`config.mk`:
```
export PLATFORM = sky130hd
export DESIGN_NAME = usb_ether_length_header_deframer_flat
export DESIGN_NICKNAME = d
export VERILOG_FILES = /design/src/rtl/uehd_pkg.sv /design/src/rtl/uehd_if.sv /design/src/rtl/uehd_parser.sv /design/src/rtl/uehd_outbuf.sv /design/src/rtl/usb_ether_length_header_deframer.sv /design/src/flat_wrapper.sv
export SDC_FILE = /design/constraint.sdc
export NUM_CORES = 1
export LEC_CHECK = 0
export CELL_PAD_IN_SITES_DETAIL_PLACEMENT = 0
export CELL_PAD_IN_SITES_GLOBAL_PLACEMENT = 1
export CORE_ASPECT_RATIO = 0.75
export CORE_MARGIN = 3
export CORE_UTILIZATION = 44
export CTS_CLUSTER_DIAMETER = 120
export DETAILED_ROUTE_END_ITERATION = 8
export DONT_BUFFER_PORTS = 1
export PLACE_DENSITY = 0.82
export SLEW_MARGIN = 20
export SYNTH_ARGS = -nofsm -noshare
export SYNTH_HDL_FRONTEND = slang
export SYNTH_HIERARCHICAL = 1
export SYNTH_SLANG_ARGS = --single-unit
```
`constraint.sdc`:
```
create_clock -name clock -period 2.9 [get_ports clock]
set_input_delay 0.58 -clock clock [delete_from_list [all_inputs] [get_ports clock]]
set_output_delay 0.58 -clock clock [all_outputs]
set_load 0.05 [all_outputs]
```
`src/rtl/uehd_pkg.sv`:
```
`default_nettype none
package uehd_pkg;

   localparam int unsigned ByteWidth   = 8;
   localparam int unsigned LenWidth    = 16;
   localparam int unsigned HdrBytes    = 4;
   localparam int unsigned HdrCntWidth = 2;
   localparam int unsigned ShiftWidth  = ByteWidth * (HdrBytes - 1);

   typedef struct packed {
      logic [ByteWidth-1:0] frame_byte;
      logic                 frame_last;
      logic                 frame_drop;
   } frame_type;

   typedef struct packed {
      logic      valid;
      frame_type frame;
   } result_type;

endpackage
`default_nettype wire

```
`src/rtl/uehd_if.sv`:
```
`default_nettype none
interface uehd_req_if ();
   logic                           valid;
   logic                           ready;
   logic [uehd_pkg::ByteWidth-1:0] rx_byte;
   logic                           transfer_end;

   modport source (output valid, output rx_byte, output transfer_end, input ready);
   modport sink (input valid, input rx_byte, input transfer_end, output ready);
endinterface

interface uehd_rsp_if ();
   logic                           valid;
   logic                           ready;
   logic [uehd_pkg::ByteWidth-1:0] frame_byte;
   logic                           frame_last;
   logic                           frame_drop;

   modport source (output valid, output frame_byte, output frame_last, output frame_drop,
                   input ready);
   modport sink (input valid, input frame_byte, input frame_last, input frame_drop,
                 output ready);
endinterface
`default_nettype wire

```
`src/rtl/uehd_parser.sv`:
```
`default_nettype none
module uehd_parser (
   input  wire logic                           clock,
   input  wire logic                           reset,
   input  wire logic                           in_valid,
   input  wire logic [uehd_pkg::ByteWidth-1:0] in_byte,
   input  wire logic                           in_end,
   output uehd_pkg::result_type                result
);

   typedef enum logic [1:0] {
      PH_HEADER  = 2'd0,
      PH_PAYLOAD = 2'd1,
      PH_DISCARD = 2'd2
   } phase_type;

   phase_type                             phase_ff, phase_in;
   logic [uehd_pkg::HdrCntWidth-1:0]      hdr_cnt_ff, hdr_cnt_in;
   logic [uehd_pkg::ShiftWidth-1:0]       hdr_shift_ff, hdr_shift_in;
   logic [uehd_pkg::LenWidth-1:0]         left_ff, left_in;

   logic [uehd_pkg::LenWidth-1:0]         left_dec;
   logic [uehd_pkg::LenWidth-1:0]         hdr_len;
   logic [uehd_pkg::LenWidth-1:0]         hdr_comp;

   assign left_dec = left_ff - uehd_pkg::LenWidth'(1);
   assign hdr_len  = hdr_shift_ff[uehd_pkg::LenWidth-1:0];
   assign hdr_comp = {in_byte, hdr_shift_ff[uehd_pkg::ShiftWidth-1:uehd_pkg::LenWidth]};

   always_comb begin
      phase_in     = phase_ff;
      hdr_cnt_in   = hdr_cnt_ff;
      hdr_shift_in = hdr_shift_ff;
      left_in      = left_ff;
      result       = '0;
      result.frame.frame_byte = in_byte;
      if (in_valid) begin
         unique case (phase_ff)
            PH_PAYLOAD: begin
               result.valid = 1'b1;
               left_in      = left_dec;
               if (left_dec == '0) begin
                  result.frame.frame_last = 1'b1;
                  phase_in = PH_HEADER;
               end else if (in_end) begin
                  // transfer ended mid-frame: close it and flag it for discard
                  result.frame.frame_last = 1'b1;
                  result.frame.frame_drop = 1'b1;
                  left_in  = '0;
                  phase_in = PH_HEADER;
               end
            end
            PH_DISCARD: begin
               if (in_end) begin
                  phase_in = PH_HEADER;
               end
            end
            default: begin
               phase_in = PH_HEADER;
               if (hdr_cnt_ff != uehd_pkg::HdrCntWidth'(uehd_pkg::HdrBytes - 1)) begin
                  hdr_shift_in = hdr_shift_ff
                               | (uehd_pkg::ShiftWidth'(in_byte) << {hdr_cnt_ff, 3'b000});
                  hdr_cnt_in   = hdr_cnt_ff + uehd_pkg::HdrCntWidth'(1);
                  if (in_end) begin
                     hdr_cnt_in   = '0;
                     hdr_shift_in = '0;
                  end
               end else begin
                  hdr_cnt_in   = '0;
                  hdr_shift_in = '0;
                  if (hdr_len != ~hdr_comp) begin
                     if (!in_end) begin
                        phase_in = PH_DISCARD;
                     end
                  end else if (hdr_len != '0 && !in_end) begin
                     phase_in = PH_PAYLOAD;
                     left_in  = hdr_len;
                  end
               end
            end
         endcase
      end
   end

   always_ff @(posedge clock) begin
      if (reset) begin
         phase_ff     <= PH_HEADER;
         hdr_cnt_ff   <= '0;
         hdr_shift_ff <= '0;
         left_ff      <= '0;
      end else begin
         phase_ff     <= phase_in;
         hdr_cnt_ff   <= hdr_cnt_in;
         hdr_shift_ff <= hdr_shift_in;
         left_ff      <= left_in;
      end
   end

   a_drop_needs_last: assert property (@(posedge clock) disable iff (reset)
      result.valid && result.frame.frame_drop |-> result.frame.frame_last)
      else $error("drop flag without last flag");

   a_payload_nonzero: assert property (@(posedge clock) disable iff (reset)
      phase_ff == PH_PAYLOAD |-> left_ff != '0)
      else $error("payload phase with no bytes left");

   a_hdr_idle: assert property (@(posedge clock) disable iff (reset)
      phase_ff != PH_HEADER |-> hdr_cnt_ff == '0 && hdr_shift_ff == '0)
      else $error("header collector not cleared outside header phase");

endmodule
`default_nettype wire

```
`src/rtl/uehd_outbuf.sv`:
```
`default_nettype none
module uehd_outbuf (
   input  wire logic                 clock,
   input  wire logic                 reset,
   input  wire uehd_pkg::result_type push,
   output logic                      in_ready,
   uehd_rsp_if.source                rsp
);

   logic                main_valid_ff, main_valid_in;
   logic                skid_valid_ff, skid_valid_in;
   uehd_pkg::frame_type main_ff, main_in;
   uehd_pkg::frame_type skid_ff, skid_in;
   logic                pop;

   assign pop      = main_valid_ff && rsp.ready;
   assign in_ready = !skid_valid_ff;

   assign rsp.valid      = main_valid_ff;
   assign rsp.frame_byte = main_ff.frame_byte;
   assign rsp.frame_last = main_ff.frame_last;
   assign rsp.frame_drop = main_ff.frame_drop;

   always_comb begin
      main_valid_in = main_valid_ff;
      skid_valid_in = skid_valid_ff;
      main_in       = main_ff;
      skid_in       = skid_ff;
      priority if (skid_valid_ff) begin
         if (pop) begin
            main_in       = skid_ff;
            skid_valid_in = 1'b0;
         end
      end else if (push.valid && (!main_valid_ff || pop)) begin
         main_in       = push.frame;
         main_valid_in = 1'b1;
      end else if (push.valid) begin
         // main still waiting on the sink: park the new item
         skid_in       = push.frame;
         skid_valid_in = 1'b1;
      end else if (pop) begin
         main_valid_in = 1'b0;
      end
   end

   always_ff @(posedge clock) begin
      if (reset) begin
         main_valid_ff <= 1'b0;
         skid_valid_ff <= 1'b0;
      end else begin
         main_valid_ff <= main_valid_in;
         skid_valid_ff <= skid_valid_in;
      end
      main_ff <= main_in;
      skid_ff <= skid_in;
   end

   a_skid_behind_main: assert property (@(posedge clock) disable iff (reset)
      skid_valid_ff |-> main_valid_ff)
      else $error("skid entry held while main entry empty");

   a_no_push_when_full: assert property (@(posedge clock) disable iff (reset)
      !(push.valid && skid_valid_ff))
      else $error("item pushed into full buffer");

   a_skid_moves_up: assert property (@(posedge clock) disable iff (reset)
      skid_valid_ff && pop |=> main_valid_ff && main_ff == $past(skid_ff))
      else $error("skid entry not promoted on pop");

endmodule
`default_nettype wire

```
`src/rtl/usb_ether_length_header_deframer.sv`:
```
`default_nettype none
// Length-header deframer for USB Ethernet bulk-in transfers. Takes one transfer byte per
// cycle on req_ch while ready is high (transfer_end marks a transfer's last byte); each
// frame opens with a 4-byte little-endian header, a 16-bit length then its one's
// complement, and its payload bytes come out registered on rsp_ch with frame_last on the
// final byte. A frame cut off by transfer end closes with frame_last and frame_drop both
// set; header mismatches discard the rest of the transfer; zero-length frames and
// incomplete headers give nothing. Sustained rate is one byte per cycle while rsp_ch is
// ready; a two-entry output buffer keeps req_ch.ready high unless two results wait.
module usb_ether_length_header_deframer (
   input  wire logic  clock,
   input  wire logic  reset,
   uehd_req_if.sink   req_ch,
   uehd_rsp_if.source rsp_ch
);

   uehd_pkg::result_type result;
   logic                 buf_ready;
   logic                 accept;

   assign req_ch.ready = buf_ready;
   assign accept       = req_ch.valid && buf_ready;

   uehd_parser u_parser (
      .clock    (clock),
      .reset    (reset),
      .in_valid (accept),
      .in_byte  (req_ch.rx_byte),
      .in_end   (req_ch.transfer_end),
      .result   (result)
   );

   uehd_outbuf u_outbuf (
      .clock    (clock),
      .reset    (reset),
      .push     (result),
      .in_ready (buf_ready),
      .rsp      (rsp_ch)
   );

endmodule
`default_nettype wire
```
`src/flat_wrapper.sv`:
```
// flat-port wrapper written by rule: the top's interface ports become plain ports
module usb_ether_length_header_deframer_flat 
  (clock, reset, req_ch_valid, req_ch_rx_byte, req_ch_transfer_end, req_ch_ready, rsp_ch_valid, rsp_ch_frame_byte, rsp_ch_frame_last, rsp_ch_frame_drop, rsp_ch_ready);
  uehd_req_if req_ch_i ();
  uehd_rsp_if rsp_ch_i ();
  input  wire logic clock;
  input  wire logic reset;
  input wire logic [$bits(req_ch_i.valid)-1:0] req_ch_valid;
  input wire logic [$bits(req_ch_i.rx_byte)-1:0] req_ch_rx_byte;
  input wire logic [$bits(req_ch_i.transfer_end)-1:0] req_ch_transfer_end;
  output wire logic [$bits(req_ch_i.ready)-1:0] req_ch_ready;
  output wire logic [$bits(rsp_ch_i.valid)-1:0] rsp_ch_valid;
  output wire logic [$bits(rsp_ch_i.frame_byte)-1:0] rsp_ch_frame_byte;
  output wire logic [$bits(rsp_ch_i.frame_last)-1:0] rsp_ch_frame_last;
  output wire logic [$bits(rsp_ch_i.frame_drop)-1:0] rsp_ch_frame_drop;
  input wire logic [$bits(rsp_ch_i.ready)-1:0] rsp_ch_ready;
  assign req_ch_i.valid = req_ch_valid;
  assign req_ch_i.rx_byte = req_ch_rx_byte;
  assign req_ch_i.transfer_end = req_ch_transfer_end;
  assign req_ch_ready = req_ch_i.ready;
  assign rsp_ch_valid = rsp_ch_i.valid;
  assign rsp_ch_frame_byte = rsp_ch_i.frame_byte;
  assign rsp_ch_frame_last = rsp_ch_i.frame_last;
  assign rsp_ch_frame_drop = rsp_ch_i.frame_drop;
  assign rsp_ch_i.ready = rsp_ch_ready;
  usb_ether_length_header_deframer u_core (.clock(clock), .reset(reset), .req_ch(req_ch_i), .rsp_ch(rsp_ch_i));
endmodule
```
==> results by group, run 1 <==
Global route
  • Vias in the first global route: 2593
  • Tot GR Track Use: 0.211
  • First-pass GRT wire length: 14000 um
  • Initial antenna violation count: 0
  • Largest net degree at the start of global routing: 27
  • GRT overflow: 0

CTS
  • CTS max path bufs: 2
  • H-tree depth: 3
  • Clk Latency, worst-skew pair: about 0.35 ns
  • CTS tree: yes
  • CTS buffer count: 9
  • Num Clock Sinks: 66
  • Setup bufs post-CTS: 0
  • Root Buffer: clkbuf_8
  • Clock transition at the registers of the reported paths: 0.07 ns

Critical path
  • Setup crit end kind: flop
  • Type of the worst setup path: reg -> reg
  • CP required: between 3 and 4 ns
  • Worst Path Arrival: slightly below 3 ns
  • Crit-path max FO: 9
  • Crit start category: flop

Synth
  • Syn avg cell area: 9.74 sq um
  • Share of flip-flops with an asynchronous set or reset: 0
  • Number of synthesized flops with an enable pin: 20
  • Syn nets: 362
  • Synth warn: 6
  • Mapped Cells: 344
  • Library cells used by synthesis: 53
  • Top FF cell, synth: dfxtp_1
  • Synthesized flop and latch total: 66
  • Sequential area share after synthesis: 0.454
  • Mapped cell area: 3350 sq um

Finish
  • Nets: 366
  • Commonest non-fill, non-tap cell in the layout: dfxtp_1
  • Number of antenna diodes: 0
  • Share of layout cells above drive strength 1: 0.150
  • Most frequent cells in the layout: 46 x dfxtp_1, 44 x a21oi_1, 43 x nor2_1
  • Post-Layout Cell Count: 451
  • P&R area growth vs syn: 8.29%
  • Seq. cell area: 1520 sq um
  • Multi-input logic area: 1640 sq um
  • Fillcell total: 684

Detailed routing
  • Post-route DRC: 0
  • Routed len/inst: between 15 and 20 um
  • Vias/cell: 5.97
  • Post-Route WL: around 8500 um
  • DR pass1 iterations: 5
  • DRT iter0 DRCs: 329
  • DR vias: 2692
  • Antenna Nets Post-Route: 0

Die
  • Initial core utilization: 0.472
  • Core box area: 7090 sq um
  • Die Area: 8710 sq um
  • Number of core rows: 26
  • Die Span X: between 100 and 150 um
  • Die Y: 81.6 um
  • Num ports: 25

Run status
  • Status: completed

Power and ir drop
  • Worst VDD drop: 287 uV
  • Lkg Pwr: 1.36 nW
  • Pwr dens: 495 nW/um^2

STA
  • Least-Margin Pin Slew: 0.637 ns
  • Hold Vio Cnt, Final: 0
  • Final period util: 0.944
  • Unrepaired setup endpoints after global routing: false
  • # setup viols final: 0
  • Max Clk Rate: 365 MHz
  • Final WS setup: 0.161 ns
  • Slew headroom: 0.575
  • Tmin final: 2.74 ns
  • Final setup TNS: 0 ns
  • Final slew viol count: 0
  • Clock Skews: between 0.007 and 0.008 ns

Placement
  • Pre-CTS setup slack: roughly 0.09 ns
  • Detailed placement HPWL: 6030 um
  • Placed Instances: about 440
  • PortBufs: 0
  • Placer Congestion: around 0.9

Run
  • Max-Cap Viols: 0

Hold path
  • Tightest Hold Check Type: in -> reg
-- repair_timing --
item / CTS / global route
setup endpoints to repair: 0 / 9
resized for setup: 0 / 2
hold buffers: 0 / 0
-- per-stage QoR --
step / area (sq um) / total power [mW] / hold WS (ns) / utilization
after floorplan: 3350 / 1.08 / 0.456 / -
after global placement: 3440 / 1.09 / 0.471 / 0.485
after detailed placement: 3440 / 1.10 / 0.484 / 0.485
after CTS: 3620 / 1.81 / 0.282 / 0.511
after global routing: 3630 / 1.87 / 0.270 / 0.512
final: 3630 / 1.80 / 0.296 / 0.512
-- Yosys cell counts, types with 4 or more instances --
master      n  area share
dfxtp_1    46        0.27
a21oi_1    44       0.066
nor2_1     43       0.048
edfxtp_1   20        0.18
xor2_1     20       0.052
inv_1      11       0.012
nand2_1    10       0.011
nor4_1     10       0.019
clkbuf_1    9       0.010
nor3_1      9       0.013
o21ai_0     9       0.013
buf_4       8       0.018
nand4_1     8       0.015
a211oi_1    6       0.013
mux2_2      6       0.020
mux2i_1     6       0.018
ha_1        5       0.019
nor3b_1     5       0.011
o2bb2ai_1   5       0.013
mux2_4      4       0.018
nand2b_1    4      0.0075
o32ai_1     4       0.010
or3_1       4      0.0075
-- logic make-up (layout without fill, tap and decap cells) --
family,Yosys count,after routing,share of synthesized area
AO/OA/AOI/OAI,88,88,0.176
XOR/XNOR,21,21,0.0549
adder cells (fa/ha/maj),5,5,0.0187
buffers and inverters,35,44,0.0609
flip-flops,66,66,0.454
multiplexers,16,16,0.0560
AND/OR/NAND/NOR,113,113,0.179
-- where the power goes --
group / total, mW / internal (mW) / switching [mW]
Clock: 0.718 / 0.339 / 0.379
Combinational: 0.0983 / 0.0437 / 0.0546
Sequential: 0.980 / 0.961 / 0.0193
Total: 1.80 / 1.34 / 0.453
-- path summary, 6_finish.rpt --
path / endpoint / cells after the start / start / slack [ns]
worst max-delay path: u_core/u_outbuf/rsp.frame_drop / 8 / u_core/u_parser/left_ff[0] / 0.16
worst min-delay path: u_core/u_parser/left_ff[3] / 1 / reset / 0.30
worst max register to register: u_core/u_outbuf/rsp.frame_drop / 8 / u_core/u_parser/left_ff[0] / 0.16
worst min register to register: u_core/u_parser/hdr_shift_ff[22] / 2 / u_core/u_parser/hdr_shift_ff[22] / 0.50
-- state kept, by name, indices dropped and copies added (netlist names) --
register                        count
u_core/u_parser/hdr_cnt_ff          2
u_core/u_outbuf/rsp.frame_byte      8
u_core/u_outbuf/rsp.frame_last      1
u_core/u_parser/hdr_shift_ff       24
u_core/u_parser/left_ff            16
u_core/u_outbuf/skid_ff            10
u_core/u_outbuf/rsp.frame_drop      1
u_core/u_outbuf/skid_valid_ff       1
u_core/u_parser/phase_ff            2
u_core/u_outbuf/rsp.valid           1
-- worst max-delay path: stages (launching register included) --
cell,delay [ns]
dfxtp_1,0.37
inv_1,0.10
ha_1,0.27
or3b_2,0.52
a2111o_1,0.38
a211o_1,0.31
a41oi_4,0.33
and2_1,0.21
mux2_4,0.14
-- metal layers --
metal / vias up / global-route usage / wire (um)
met4: 0 / 0.0562 / 84
met1: 1328 / 0.309 / 4300
met5: - / 0 / 0
li1: 1268 / - / -
met2: 82 / 0.307 / 3570
met3: 14 / 0.0550 / 508
-- layout make-up --
cell class / instances / share of cell area
sequential: 66 / 0.419
multi-input combinational: 243 / 0.451
tap: 98 / 0.0338
inverter: 11 / 0.0114
clock buffer: 11 / 0.0390
timing repair buffer: 17 / 0.0352
clock inverter: 5 / 0.0103
No activity file was read; power rests on OpenSTA's default activity.
==> run 2: changes to the inputs <==
CORE_UTILIZATION = 48   (was 44)
PLACE_DENSITY = 0.87   (was 0.82)
==> run 2 against run 1 <==
Compared with the run above: setup slack got worse by 0.013 ns; hold slack improved by 0.0013 ns; global-route usage is 1.5 points higher; total power is 1.4% higher; count of clock-buffer cells in the layout unchanged; final cell count is 3.5% lower; critical endpoint is now u_core/u_parser/left_ff[10]; core utilization increased by 4.1 points; largest power group unchanged.
==> results by group, run 2 (synthesis results as in run 1) <==
Run status
  • Status: completed

Critical path
  • Worst path slowest cell: or3b_2
  • Worst Path Arrival: about 3.0 ns
  • Crit-path max FO: 9
  • Crit path buf inv count: 1
  • Type of the worst setup path: reg -> reg
  • Critical path, cell by cell: inv_1 > ha_1 > or3b_2 > a2111o_1 > a211o_1 > a41oi_4 > a21o_1 > a211oi_1
  • CP required: 3.12 ns
  • Slowest stage delay, CP: 0.51 ns
  • Setup crit end kind: flop
  • CP top delay family: compound AO/OA/AOI/OAI gates
  • Crit start category: flop

STA
  • Final period util: 0.949
  • Max Clk Rate: 363 MHz
  • Slew headroom: 0.590
  • Unrepaired setup endpoints after global routing: false
  • Clock Skews: 0.00643 ns
  • Least-Margin Pin Slew: slightly above 0.6 ns
  • Final slew viol count: 0
  • # setup viols final: 0
  • Final setup TNS: 0 ns
  • Hold Vio Cnt, Final: 0
  • Final WS setup: 0.148 ns
  • Tmin final: 2.75 ns

Finish
  • Commonest non-fill, non-tap cell in the layout: dfxtp_1
  • Number of antenna diodes: 0
  • P&R area growth vs syn: 7.80%
  • Final Util: 0.553
  • Reg with most FFs: u_core/u_parser/hdr_shift_ff
  • Nets: 367
  • Top flop regs: u_core/u_parser/hdr_shift_ff x24, u_core/u_parser/left_ff x16, u_core/u_outbuf/skid_ff x10
  • Fillcell total: 580
  • Share of layout cells above drive strength 1: 0.147
  • Flip-flop count of the largest register after layout: 24
  • Most frequent cells in the layout: 46 x dfxtp_1, 44 x a21oi_1, 43 x nor2_1
  • Design Area, Final: roughly 3600 sq um

Global route
  • GRT overflow: 0
  • Largest net degree at the start of global routing: 27
  • Tot GR Track Use: 0.226
  • Initial antenna violation count: 0
  • Vias in the first global route: 2544
  • First-pass GRT wire length: 13800 um

Power and ir drop
  • Lkg Pwr: between 1 and 1.5 nW
  • Pwr Total: 1.82 mW
  • Worst VDD drop: 351 uV
  • Sequential power share: 0.538
  • Sw Pwr: 0.454 mW
  • Int Pwr: 1.37 mW
  • Pwr dens: slightly above 500 nW/um^2
  • Clk pwr share: 0.409
  • Switching portion of total power: 0.249
  • Share of total power in combinational logic: 0.053

CTS
  • Clock transition at the registers of the reported paths: 0.08 ns
  • CTS max path bufs: 2
  • Setup bufs post-CTS: 0
  • CTS tree: yes
  • CTS buffer count: 9
  • H-tree depth: 3
  • Root Buffer: clkbuf_8
  • Num Clock Sinks: 66
  • CTS Hold Buffers Added: 0
  • Clk Latency, worst-skew pair: 0.35 ns
  • CTS resizes: 0

Detailed routing
  • Post-Route WL: 8330 um
  • DRT iter0 DRCs: 279
  • Antenna Nets Post-Route: 0
  • DR pass1 iterations: 5
  • Vias/cell: 6.19
  • Routed len/inst: 19.2 um
  • Post-route DRC: 0
  • DR vias: 2693

Hold path
  • Tightest Hold Check Type: in -> reg

Die
  • Core box area: 6540 sq um
  • Number of core rows: 25
  • Num ports: 25
  • Die Y: 78.4 um
  • Die Area: 8030 sq um
  • Initial core utilization: 0.513
  • Die Span X: 102 um

Placement
  • PortBufs: 0
  • Detailed placement HPWL: 5960 um
  • Placer Congestion: 0.918
  • Placed cell area: 3420 sq um
  • Pre-CTS setup slack: 0.205 ns

Run
  • Max-Cap Viols: 0
[run 2: changes by cell type in the layout (fill, tap and decap cells not counted), sizes merged]
cell / change
buf: +1
clkinvlp: +1
inv: -1
[run 2: final cells by class]
type	count	area [sq um]	area share
Multi-Input combinational cell	243	1630	0.450
Inverter	11	41.3	0.0114
Clock inverter	5	35.0	0.00970
Sequential cell	66	1520	0.421
Tap cell	81	101	0.0281
Timing Repair Buffer	18	135	0.0374
Clock buffer	11	153	0.0423
[run 2: final timing paths]
path | endpoint | depth (start not counted) | slack [ns] | startpoint
worst max-delay path | u_core/u_parser/left_ff[10] | 8 | 0.15 | u_core/u_parser/left_ff[0]
worst max register to register | u_core/u_parser/left_ff[10] | 8 | 0.15 | u_core/u_parser/left_ff[0]
worst min register to register | u_core/u_parser/hdr_shift_ff[17] | 2 | 0.49 | u_core/u_parser/hdr_shift_ff[17]
worst min-delay path | u_core/u_parser/left_ff[15] | 1 | 0.30 | reset
[run 2: layer usage]
layer | GRT usage | share of wire | vias to the layer above
met3 | 0.0693 | 0.090 | 14
met4 | 0.0590 | 0.015 | 0
li1 | - | - | 1265
met2 | 0.296 | 0.40 | 113
met5 | 0 | 0 | -
met1 | 0.351 | 0.49 | 1301
[run 2: power by group through the flow]
stage / Clock, mW / Sequential [mW] / Combinational [mW]
floorplan: 0 / 0.994 / 0.0839
global placement: 0 / 1.00 / 0.0941
detailed placement: 0 / 1.00 / 0.0946
CTS: 0.755 / 0.979 / 0.0953
global route: 0.804 / 0.981 / 0.107
finish: 0.746 / 0.980 / 0.0967
[run 2: worst register-to-register path: cells and delay by family, from the launching register on]
| family | cells | cell delay [ns] |
|---|---|---|
| flip-flops | 1 | 0.37 |
| AND/OR/NAND/NOR | 1 | 0.51 |
| adder cells (fa/ha/maj) | 1 | 0.17 |
| buffers and inverters | 1 | 0.10 |
| AO/OA/AOI/OAI | 5 | 1.49 |
[run 2: stage by stage]
stage               hold slack (ns)  std cells
floorplan                     0.456        344
global placement              0.469        419
detailed placement            0.485        419
CTS                           0.280        435
global route                  0.274        435
finish                        0.297        435
